## src/rtl/core/rrp_pkg.sv

```systemverilog
// Types and constants shared by the ratio reduction block.
package rrp_pkg;

    localparam int OPERAND_WIDTH_DEF = 31;
    localparam int FIELD_W           = 31;

    typedef enum logic [1:0] {
        OUT_PART  = 2'd0,
        OUT_PARTS = 2'd1,
        OUT_RANGE = 2'd2,
        OUT_ORDER = 2'd3
    } outcome_t;

    typedef struct packed {
        logic [FIELD_W-1:0] lesser;
        logic [FIELD_W-1:0] greater;
    } pair_t;

    typedef struct packed {
        outcome_t           outcome;
        logic [FIELD_W-1:0] numerator;
        logic [FIELD_W-1:0] denominator;
    } ratio_t;

    typedef enum logic [2:0] {
        ST_IDLE,
        ST_GCD,
        ST_DIV_B,
        ST_DIV_A,
        ST_FINISH
    } state_t;

    typedef struct packed {
        logic busy;
        logic done;
    } unit_status_t;

endpackage

```

## src/rtl/core/rrp_gcd.sv

```systemverilog
// Binary gcd unit: one shift or subtract step per cycle on two nonzero operands.
module rrp_gcd
    import rrp_pkg::*;
#(
    parameter int W = OPERAND_WIDTH_DEF
)
(
    input  logic         clk,
    input  logic         rst_n,
    input  logic         start,
    input  logic [W-1:0] x,
    input  logic [W-1:0] y,
    output unit_status_t status,
    output logic [W-1:0] result
);

    localparam int KW = (W > 1) ? $clog2(W) : 1;

    logic          busy_reg, busy_next;
    logic [W-1:0]  x_reg, x_next;
    logic [W-1:0]  y_reg, y_next;
    logic [KW-1:0] k_reg, k_next;
    logic          finished;
    logic          x_ge_y;
    logic [W-1:0]  sub_hi, sub_lo, sub_diff;

    assign finished = busy_reg && ((x_reg == '0) || (y_reg == '0));
    assign x_ge_y   = (x_reg >= y_reg);
    assign sub_hi   = x_ge_y ? x_reg : y_reg;
    assign sub_lo   = x_ge_y ? y_reg : x_reg;
    assign sub_diff = sub_hi - sub_lo;

    always_comb
    begin
        busy_next = busy_reg;
        x_next    = x_reg;
        y_next    = y_reg;
        k_next    = k_reg;
        if (start)
        begin
            busy_next = 1'b1;
            x_next    = x;
            y_next    = y;
            k_next    = '0;
        end
        else if (finished)
        begin
            busy_next = 1'b0;
        end
        else if (busy_reg)
        begin
            if (!x_reg[0] && !y_reg[0])
            begin
                x_next = x_reg >> 1;
                y_next = y_reg >> 1;
                k_next = k_reg + 1'b1;
            end
            else if (!x_reg[0])
            begin
                x_next = x_reg >> 1;
            end
            else if (!y_reg[0])
            begin
                y_next = y_reg >> 1;
            end
            else if (x_ge_y)
            begin
                x_next = sub_diff >> 1;
            end
            else
            begin
                y_next = sub_diff >> 1;
            end
        end
    end

    always_ff @(posedge clk or negedge rst_n)
    begin
        if (!rst_n)
        begin
            busy_reg <= 1'b0;
        end
        else
        begin
            busy_reg <= busy_next;
        end
    end

    always_ff @(posedge clk)
    begin
        x_reg <= x_next;
        y_reg <= y_next;
        k_reg <= k_next;
    end

    assign status.busy = busy_reg;
    assign status.done = finished;
    assign result      = (x_reg | y_reg) << k_reg;

endmodule

```

## src/rtl/core/rrp_div.sv

```systemverilog
// Restoring divider: one quotient bit per cycle, shared by both divisions.
module rrp_div
    import rrp_pkg::*;
#(
    parameter int W = OPERAND_WIDTH_DEF
)
(
    input  logic         clk,
    input  logic         rst_n,
    input  logic         start,
    input  logic [W-1:0] dividend,
    input  logic [W-1:0] divisor,
    output unit_status_t status,
    output logic [W-1:0] quotient
);

    localparam int CW = $clog2(W + 1);

    logic          busy_reg, busy_next;
    logic [CW-1:0] cnt_reg, cnt_next;
    logic [W-1:0]  rem_reg, rem_next;
    logic [W-1:0]  quo_reg, quo_next;
    logic [W-1:0]  dsr_reg, dsr_next;
    logic [W:0]    shifted;
    logic [W:0]    trial;
    logic          finished;

    assign finished = busy_reg && (cnt_reg == '0);
    assign shifted  = {rem_reg, quo_reg[W-1]};
    assign trial    = shifted - {1'b0, dsr_reg};

    always_comb
    begin
        busy_next = busy_reg;
        cnt_next  = cnt_reg;
        rem_next  = rem_reg;
        quo_next  = quo_reg;
        dsr_next  = dsr_reg;
        if (start)
        begin
            busy_next = 1'b1;
            cnt_next  = CW'(W);
            rem_next  = '0;
            quo_next  = dividend;
            dsr_next  = divisor;
        end
        else if (finished)
        begin
            busy_next = 1'b0;
        end
        else if (busy_reg)
        begin
            cnt_next = cnt_reg - 1'b1;
            if (!trial[W])
            begin
                rem_next = trial[W-1:0];
                quo_next = {quo_reg[W-2:0], 1'b1};
            end
            else
            begin
                rem_next = shifted[W-1:0];
                quo_next = {quo_reg[W-2:0], 1'b0};
            end
        end
    end

    always_ff @(posedge clk or negedge rst_n)
    begin
        if (!rst_n)
        begin
            busy_reg <= 1'b0;
            cnt_reg  <= '0;
        end
        else
        begin
            busy_reg <= busy_next;
            cnt_reg  <= cnt_next;
        end
    end

    always_ff @(posedge clk)
    begin
        rem_reg <= rem_next;
        quo_reg <= quo_next;
        dsr_reg <= dsr_next;
    end

    assign status.busy = busy_reg;
    assign status.done = finished;
    assign quotient    = quo_reg;

endmodule

```

## src/rtl/core/ratio_reduce_part_or_parts.sv

```systemverilog
// Ratio reduction top level: sequencer over a binary gcd and a shared divider.
// Error items: IDLE goes straight to FINISH, which registers the result when the output is
// free and then returns to IDLE for the next item. Valid items pass through GCD, DIV_B
// (b/g) and DIV_A (a/g) on the way to FINISH, and the divisions run after the gcd ends.
// The next item is taken while a result waits in the output register.
// rst_n is asynchronous and clears the sequencer and output valid; no clearing pass.
module ratio_reduce_part_or_parts
    import rrp_pkg::*;
#(
    parameter int OPERAND_WIDTH = OPERAND_WIDTH_DEF
)
(
    input  logic   clk,
    input  logic   rst_n,
    input  logic   pair_valid,
    output logic   pair_ready,
    input  pair_t  pair,
    output logic   ratio_valid,
    input  logic   ratio_ready,
    output ratio_t ratio
);

    localparam int W = OPERAND_WIDTH;

    state_t state_reg, state_next;

    logic [W-1:0] b_reg, b_next;
    logic [W-1:0] a_reg, a_next;
    logic [W-1:0] g_reg, g_next;
    logic [W-1:0] m_reg, m_next;
    logic [W-1:0] n_reg, n_next;
    outcome_t     code_reg, code_next;
    ratio_t       ratio_reg, ratio_next;
    logic         ratio_valid_reg, ratio_valid_next;

    logic [W-1:0] in_b, in_a;
    logic         accept;
    logic         in_range_err, in_order_err;
    logic         out_free;

    logic         gcd_start;
    unit_status_t gcd_status;
    logic [W-1:0] gcd_result;
    logic         div_start;
    logic [W-1:0] div_dividend, div_divisor;
    unit_status_t div_status;
    logic [W-1:0] div_quotient;

    assign in_b         = pair.lesser[W-1:0];
    assign in_a         = pair.greater[W-1:0];
    assign accept       = pair_valid && pair_ready;
    assign in_range_err = (in_a <= W'(1)) || (in_b == '0);
    assign in_order_err = (in_b >= in_a);
    assign out_free     = !ratio_valid_reg || ratio_ready;

    rrp_gcd #(.W(W)) u_gcd (
        .clk    (clk),
        .rst_n  (rst_n),
        .start  (gcd_start),
        .x      (in_a),
        .y      (in_b),
        .status (gcd_status),
        .result (gcd_result)
    );

    rrp_div #(.W(W)) u_div (
        .clk      (clk),
        .rst_n    (rst_n),
        .start    (div_start),
        .dividend (div_dividend),
        .divisor  (div_divisor),
        .status   (div_status),
        .quotient (div_quotient)
    );

    always_comb
    begin
        state_next = state_reg;
        unique case (state_reg)
            ST_IDLE:
            begin
                if (accept)
                begin
                    state_next = (in_range_err || in_order_err) ? ST_FINISH : ST_GCD;
                end
            end
            ST_GCD:
            begin
                if (gcd_status.done)
                begin
                    state_next = ST_DIV_B;
                end
            end
            ST_DIV_B:
            begin
                if (div_status.done)
                begin
                    state_next = ST_DIV_A;
                end
            end
            ST_DIV_A:
            begin
                if (div_status.done)
                begin
                    state_next = ST_FINISH;
                end
            end
            ST_FINISH:
            begin
                if (out_free)
                begin
                    state_next = ST_IDLE;
                end
            end
            default:
            begin
                state_next = ST_IDLE;
            end
        endcase
    end

    always_comb
    begin
        pair_ready       = (state_reg == ST_IDLE);
        gcd_start        = 1'b0;
        div_start        = 1'b0;
        div_dividend     = b_reg;
        div_divisor      = gcd_result;
        b_next           = b_reg;
        a_next           = a_reg;
        g_next           = g_reg;
        m_next           = m_reg;
        n_next           = n_reg;
        code_next        = code_reg;
        ratio_next       = ratio_reg;
        ratio_valid_next = ratio_valid_reg && !ratio_ready;
        unique case (state_reg)
            ST_IDLE:
            begin
                if (accept)
                begin
                    b_next = in_b;
                    a_next = in_a;
                    m_next = '0;
                    n_next = '0;
                    if (in_range_err)
                    begin
                        code_next = OUT_RANGE;
                    end
                    else if (in_order_err)
                    begin
                        code_next = OUT_ORDER;
                    end
                    else
                    begin
                        gcd_start = 1'b1;
                    end
                end
            end
            ST_GCD:
            begin
                if (gcd_status.done)
                begin
                    g_next       = gcd_result;
                    code_next    = (gcd_result == b_reg) ? OUT_PART : OUT_PARTS;
                    div_start    = 1'b1;
                    div_dividend = b_reg;
                    div_divisor  = gcd_result;
                end
            end
            ST_DIV_B:
            begin
                if (div_status.done)
                begin
                    m_next       = div_quotient;
                    div_start    = 1'b1;
                    div_dividend = a_reg;
                    div_divisor  = g_reg;
                end
            end
            ST_DIV_A:
            begin
                if (div_status.done)
                begin
                    n_next = div_quotient;
                end
            end
            ST_FINISH:
            begin
                if (out_free)
                begin
                    ratio_next.outcome     = code_reg;
                    ratio_next.numerator   = FIELD_W'(m_reg);
                    ratio_next.denominator = FIELD_W'(n_reg);
                    ratio_valid_next       = 1'b1;
                end
            end
            default:
            begin
                pair_ready = 1'b0;
            end
        endcase
    end

    always_ff @(posedge clk or negedge rst_n)
    begin
        if (!rst_n)
        begin
            state_reg       <= ST_IDLE;
            ratio_valid_reg <= 1'b0;
        end
        else
        begin
            state_reg       <= state_next;
            ratio_valid_reg <= ratio_valid_next;
        end
    end

    always_ff @(posedge clk)
    begin
        b_reg     <= b_next;
        a_reg     <= a_next;
        g_reg     <= g_next;
        m_reg     <= m_next;
        n_reg     <= n_next;
        code_reg  <= code_next;
        ratio_reg <= ratio_next;
    end

    assign ratio_valid = ratio_valid_reg;
    assign ratio       = ratio_reg;

endmodule

```

## config.mk

```make
export PLATFORM = sky130hd
export DESIGN_NAME = ratio_reduce_part_or_parts
export DESIGN_NICKNAME = d
export VERILOG_FILES = /design/src/rtl/core/rrp_pkg.sv /design/src/rtl/core/rrp_gcd.sv /design/src/rtl/core/rrp_div.sv /design/src/rtl/core/ratio_reduce_part_or_parts.sv
export SDC_FILE = /design/constraint.sdc
export NUM_CORES = 1
export LEC_CHECK = 0
export ABC_AREA = 0
export ABC_CLOCK_PERIOD_IN_PS = 7400
export BUFFER_PORTS_ARGS = -buffer_cell sky130_fd_sc_hd__buf_2
export CORE_AREA = 2 2 345 176
export CTS_BUF_LIST = sky130_fd_sc_hd__clkbuf_4 sky130_fd_sc_hd__clkbuf_8
export DETAILED_ROUTE_END_ITERATION = 10
export DIE_AREA = 0 0 347 178
export PLACE_DENSITY = 0.63
export SLEW_MARGIN = 20
export SYNTH_ARGS = -nofsm -noshare
export SYNTH_HDL_FRONTEND = slang
export SYNTH_HIERARCHICAL = 1
export SYNTH_SLANG_ARGS = --single-unit
```

## constraint.sdc

```tcl
create_clock -name clk -period 7.4 [get_ports clk]
set_input_delay 0.37 -clock clk [delete_from_list [all_inputs] [get_ports clk]]
set_output_delay 0.37 -clock clk [all_outputs]
set_load 0.01 [all_outputs]
```

Yosys cells after proc, flatten, opt, wreduce, memory -nomap -nowiden
Cells that the tools add are included.
- logic and storage cells: 148
- bits in registers: 392
- reductions and logical operators: 40
- add/subtract/negate cells: 4
- order comparisons: 3
- shift-type cells: 1
- bitwise gates (word level): 3
- mux-type cells: 59
- equality and inequality tests: 16
- operators by type and width (cell ; count):
    two-way mux 31 bit ; 26
    one-hot mux 31 bit (2 select lines) ; 2
    logical NOT 31 bit ; 3
    >= comparator 31 bit ; 2
    subtractor 32 x 31 -> 32 bit ; 1
    equality test 31 bit ; 1
    <= comparator 31 x 1 -> 1 bit, second input constant ; 1
    OR 31 bit ; 1
    << shifter 31 x 5 -> 31 bit ; 1
    subtractor 31 bit ; 1
    two-way mux 3 bit ; 6
    two-way mux 1 bit ; 15
    two-way mux 5 bit ; 3
    one-hot mux 3 bit (5 select lines) ; 1
    nonzero test 2 bit ; 7
    != test 4 bit, second input constant ; 3
    AND reduction 2 bit ; 6
    AND reduction 3 bit ; 4
    AND reduction 4 bit ; 3
    two-way mux 2 bit ; 4
    != test 2 bit, second input constant ; 4
    equality test 3 x 2 -> 1 bit, second input constant ; 2
    != test 2 x 1 -> 1 bit, second input constant ; 3
    adder 5 x 1 -> 5 bit, second input constant ; 1
    14 further kinds ; 25

Depth between registers and ports, before layout
- depth after elaboration: 10
- depth in mapped cells: 23
- depth with buffers taken out: 19

Hierarchy
The synthesis kept the hierarchy.
- modules (own cells, without submodules) (module ; area each (µm²) ; instances ; seq. area each (µm²) ; cells an instance):
    ratio_reduce_part_or_parts ; 9390.3 ; 1 ; 6736.5 ; 701
    rrp_gcd ; 7993.9 ; 1 ; 1986.9 ; 963
    rrp_div ; 5896.9 ; 1 ; 2632.5 ; 575

Worst setup path before layout
Ideal clock, no wire load.
- kind: register -> register
- start: register u_gcd.x_reg[27]
- end: register u_gcd.y_reg[29] (data pin)
- data arrival time: 4822 ps
- path slack: 2313 ps
- cell stages (with the launch flop): 22
- path buffers: 3
- path through: edfxtp_1 inv_1 ha_1 or4_4 or4_1 nor4_1 nor3_1 nand3_1 buf_2 clkbuf_1 clkbuf_1 a21oi_1 ha_1 nand2_1 nand3_1 a2111o_1 a21oi_2 o21ai_2 a211oi_2 xnor2_1 a2bb2oi_1 o21ai_1
- word-level cells in the longest chain between the ends: 10
- elaborated cells on any way between the ends: 11
- ends and longest elaborated chain (what ; line ; source):
    start: declaration ; rrp_gcd.sv:20 ; logic [W-1:0] x_reg, x_next;
    start signal: assignment ; rrp_gcd.sv:91 ; x_reg <= x_next;
    >= comparator 31 bit ; rrp_gcd.sv:28 ; assign x_ge_y = (x_reg >= y_reg);
    two-way mux 31 bit (on tied branches) ; rrp_gcd.sv:29, rrp_gcd.sv:30 ;
    subtractor 31 bit * ; rrp_gcd.sv:31 ; assign sub_diff = sub_hi - sub_lo;
    two-way mux 31 bit * ; rrp_gcd.sv:66 ; else if (x_ge_y)
    two-way mux 31 bit * ; rrp_gcd.sv:62 ; else if (!y_reg[0])
    two-way mux 31 bit * ; rrp_gcd.sv:58 ; else if (!x_reg[0])
    two-way mux 31 bit * ; rrp_gcd.sv:52 ; if (!x_reg[0] && !y_reg[0])
    two-way mux 31 bit * ; rrp_gcd.sv:50 ; else if (busy_reg)
    two-way mux 31 bit * ; rrp_gcd.sv:46 ; else if (finished)
    two-way mux 31 bit * ; rrp_gcd.sv:39 ; if (start)
    via u_gcd.y_next[29] ; rrp_gcd.sv:21 ; logic [W-1:0] y_reg, y_next;
    end signal: assignment ; rrp_gcd.sv:92 ; y_reg <= y_next;
    end: declaration ; rrp_gcd.sv:21 ;
The timed path passes the listed nets; every way through them passes the cells marked *. The select of a mux whose other input is x is not followed.
A chain may end at the register's enable or synchronous reset.

Final worst setup path
- start: register u_gcd.x_reg[7]
- end: register u_gcd.y_reg[26] (data pin)
Same word-level chain as after synthesis.

==> results list <==
- Of all nets on the critical path, the largest fanout is 32.
* H-tree depth reported by CTS: 2
* Clk sinks: 392
* Total via count in the routed design: 18839
* Total chip power: 12.7 mW
- Measured against its own limit, the worst slew margin works out to 19.4%.
* Min cycle time layout: 6370 ps
- After layout, the worst path uses 86.1% of the clock period.
* Largest clock skew in the final design: 57.4 ps
- Worst endpoint data arrival time: 6780 ps
* Sum of routed wire length over all layers: 78900 um
- In this run the critical register-to-register path is captured at u_gcd/y_reg[26]$_DFFE_PP_.
- Number of flip-flops under the largest register name: 64
- Hold worst-path end: b_reg[26]$_DFFE_PP_
- The initial antenna violation count came to 1.
- Final hold violation count: 0
- Vias per Instance: slightly below 6
- Crit path setup slack, layout: 1030 ps
- The root buffer cell chosen for the clock tree is sky130_fd_sc_hd__clkbuf_8.
- Iteration-0 DRC count of the detailed router: ~2700
* Starting Density: 39.6%
* Syn Inst Count: 2237
- Gr usage total: 25.2%
* Number of cells on the worst reg-to-reg path: 17
* Startpoint of the worst hold path: pair[57]
- The number of nets in the synthesized netlist is about 2400.
- Buffers placed on the I/O ports in this run total ~130.
- Final antenna diode count: 0
- The floorplan step defined a core boundary enclosing 58700 um2.
- Mapped Area: 23300 um2
- CTS clk-pin slew, worst paths: 70 ps
- Element type at the critical path end: flip-flop
- Worst slack at placement: 1410 ps
- Via count of the first global-routing pass: 17401
* Die width: 347 um
- VDD sags by at most 0.326 mV.
* RR Startpoint: u_gcd/x_reg[7]$_DFFE_PP_
* ANT nets after route: 0
- The setup path with the least slack is of type flip-flop to flip-flop.
* RSZ-0062 raised after global routing: no
- In this run the worst hold path is classified as input pin to flip-flop.
* Total leakage power: ~10 nW
- TritonCTS built the clock tree.
- Total number of placement rows: 63
* Clock latency of the later-clocked register in the worst-skew pair: 710 ps
- In this run the power density over the cells is ~480 nW/um2.
- Total count of max-transition violations in the final report: 0
* Ratio of cells with drive above 1 in the final layout: 15.6%
* Setup slack of the worst register-to-register path: about 1000 ps
* Avg Synthesized Cell Area: between 10 and 15 um2
- Syn-to-layout area delta: 14.4%
- Entering global routing, the biggest net connects 99 pins.
* Number of maximum-capacitance violations: 0
* Required time at the endpoint of the critical path: 7810 ps
- Top-level I/O count: approximately 130
- Wire length of the first global-routing pass: 116000 um
- The die is 178 um tall.
- Outcome: completed
* Full die area: 61800 um2
- STA classifies the critical path startpoint as a flip-flop.
* Wire per inst: 24.5 um
* RD Place Congestion: 1.04
- After filler insertion, the fill cell instance count of the layout stands at between 5000 and 6000.
- Post-CTS resize count: 0
* Number of buffers inserted during clock tree synthesis: 58
- Transition time of the tightest slew-check pin: 1210 ps
- For this run, design rule violations remaining after detail routing come to 0.
- Max frequency: 0.157 GHz
* Final-stage net count: 2589
- Number of setup violations in the final report: 0
- Along the worst hold path, the cell count comes to 1.
- Bufs on Longest Clock Path: 3
- Sum of overflow across all layers after global routing: 0
- The first detailed-routing pass ran for 6 iterations.
- Hpwl dp: 59100 um
- Setup TNS: 0 ps
- Synthesis Warnings: 6
-- worst max path at each step --
| stage | start | to | slack [ps] | cells after the start |
|---|---|---|---|---|
| 2_1_floorplan | u_gcd/x_reg[27]$_DFFE_PP_ | u_gcd/y_reg[29]$_DFFE_PP_ | 2310 | 21 |
| 3_3_place_gp | u_gcd/x_reg[6]$_DFFE_PP_ | u_gcd/y_reg[26]$_DFFE_PP_ | 1220 | 17 |
| 3_5_place_dp | u_gcd/x_reg[7]$_DFFE_PP_ | u_gcd/y_reg[26]$_DFFE_PP_ | 1410 | 17 |
| 4_1_cts | u_gcd/x_reg[7]$_DFFE_PP_ | u_gcd/y_reg[26]$_DFFE_PP_ | 1320 | 17 |
| 5_1_grt | u_gcd/x_reg[7]$_DFFE_PP_ | u_gcd/y_reg[26]$_DFFE_PP_ | 930 | 17 |
| 6_report | u_gcd/x_reg[7]$_DFFE_PP_ | u_gcd/y_reg[26]$_DFFE_PP_ | 1030 | 17 |
-- cells in the final DEF (no fill, tap or decap), types with 22 or more instances in the layout --
master,n
sky130_fd_sc_hd__nand3_1,23
sky130_fd_sc_hd__o21ai_0,108
sky130_fd_sc_hd__a22oi_1,33
sky130_fd_sc_hd__dfxtp_1,35
sky130_fd_sc_hd__mux4_2,37
sky130_fd_sc_hd__a31oi_1,22
sky130_fd_sc_hd__nor2_1,135
sky130_fd_sc_hd__nand4_1,29
sky130_fd_sc_hd__edfxtp_1,345
sky130_fd_sc_hd__inv_1,158
sky130_fd_sc_hd__ha_1,129
sky130_fd_sc_hd__clkbuf_8,63
sky130_fd_sc_hd__buf_2,131
sky130_fd_sc_hd__xnor2_1,70
sky130_fd_sc_hd__nor4_1,40
sky130_fd_sc_hd__mux2i_1,42
sky130_fd_sc_hd__nor3_1,39
sky130_fd_sc_hd__dlygate4sd3_1,54
sky130_fd_sc_hd__buf_4,27
sky130_fd_sc_hd__and2_1,75
sky130_fd_sc_hd__a21oi_1,111
sky130_fd_sc_hd__mux2_2,36
sky130_fd_sc_hd__nand2_1,339
-- what timing repair did --
| action | 4_1_cts | 5_1_grt |
|---|---|---|
| endpoints found under the hold margin | 66 | 0 |
| hold buffers | 54 | 0 |
| setup buffers | 0 | 0 |
-- through the flow --
stage	util (%)	hold WS (ps)	area [um2]	instances
6_report	45.3	36.6	26600	3223
5_1_grt	45.3	12.9	26600	3223
4_1_cts	45.3	1.94	26600	3223
3_5_place_dp	41.9	290	24600	3059
3_3_place_gp	41.9	290	24600	3059
2_1_floorplan	-	74.4	23300	2237
-- power by group --
part           switching (mW)  total, mW  internal, mW
registers               0.482       3.61          3.12
logic                    4.48       6.82          2.34
clock network           0.973       2.27          1.30
-- layer usage --
layer | share of wire, % | track usage, %
met5 | 0.013 | 0
met4 | 2.3 | 5.65
met3 | 13 | 8.25
met2 | 37 | 32.0
met1 | 48 | 40.1
-- critical path, stage by stage, from the launching register on --
cell and delay, ps:
sky130_fd_sc_hd__edfxtp_1 620, sky130_fd_sc_hd__inv_1 220, sky130_fd_sc_hd__ha_1 470, sky130_fd_sc_hd__nor4_1 690
sky130_fd_sc_hd__nand2_1 300, sky130_fd_sc_hd__a31oi_1 420, sky130_fd_sc_hd__o41ai_2 150, sky130_fd_sc_hd__buf_4 200
sky130_fd_sc_hd__and3_2 510, sky130_fd_sc_hd__mux2_4 430, sky130_fd_sc_hd__a211oi_2 290, sky130_fd_sc_hd__o31ai_2 190
sky130_fd_sc_hd__a31oi_4 330, sky130_fd_sc_hd__o21ai_1 220, sky130_fd_sc_hd__a221oi_2 370, sky130_fd_sc_hd__o21ai_1 130
sky130_fd_sc_hd__xnor2_1 160, sky130_fd_sc_hd__a221o_1 320
-- cell type report --
cell class                 instances  area (um2)  area share [%]
tap                              780         976            3.67
timing repair buffer             212        1400            5.25
sequential                       392       11400            42.7
multi-input combinational       1569       10800            40.6
clock inverter                    40         573            2.15
clock buffer                      70         920            3.45
inverter                         160         601            2.26
Note: power is estimated with default switching activity, not from simulation.
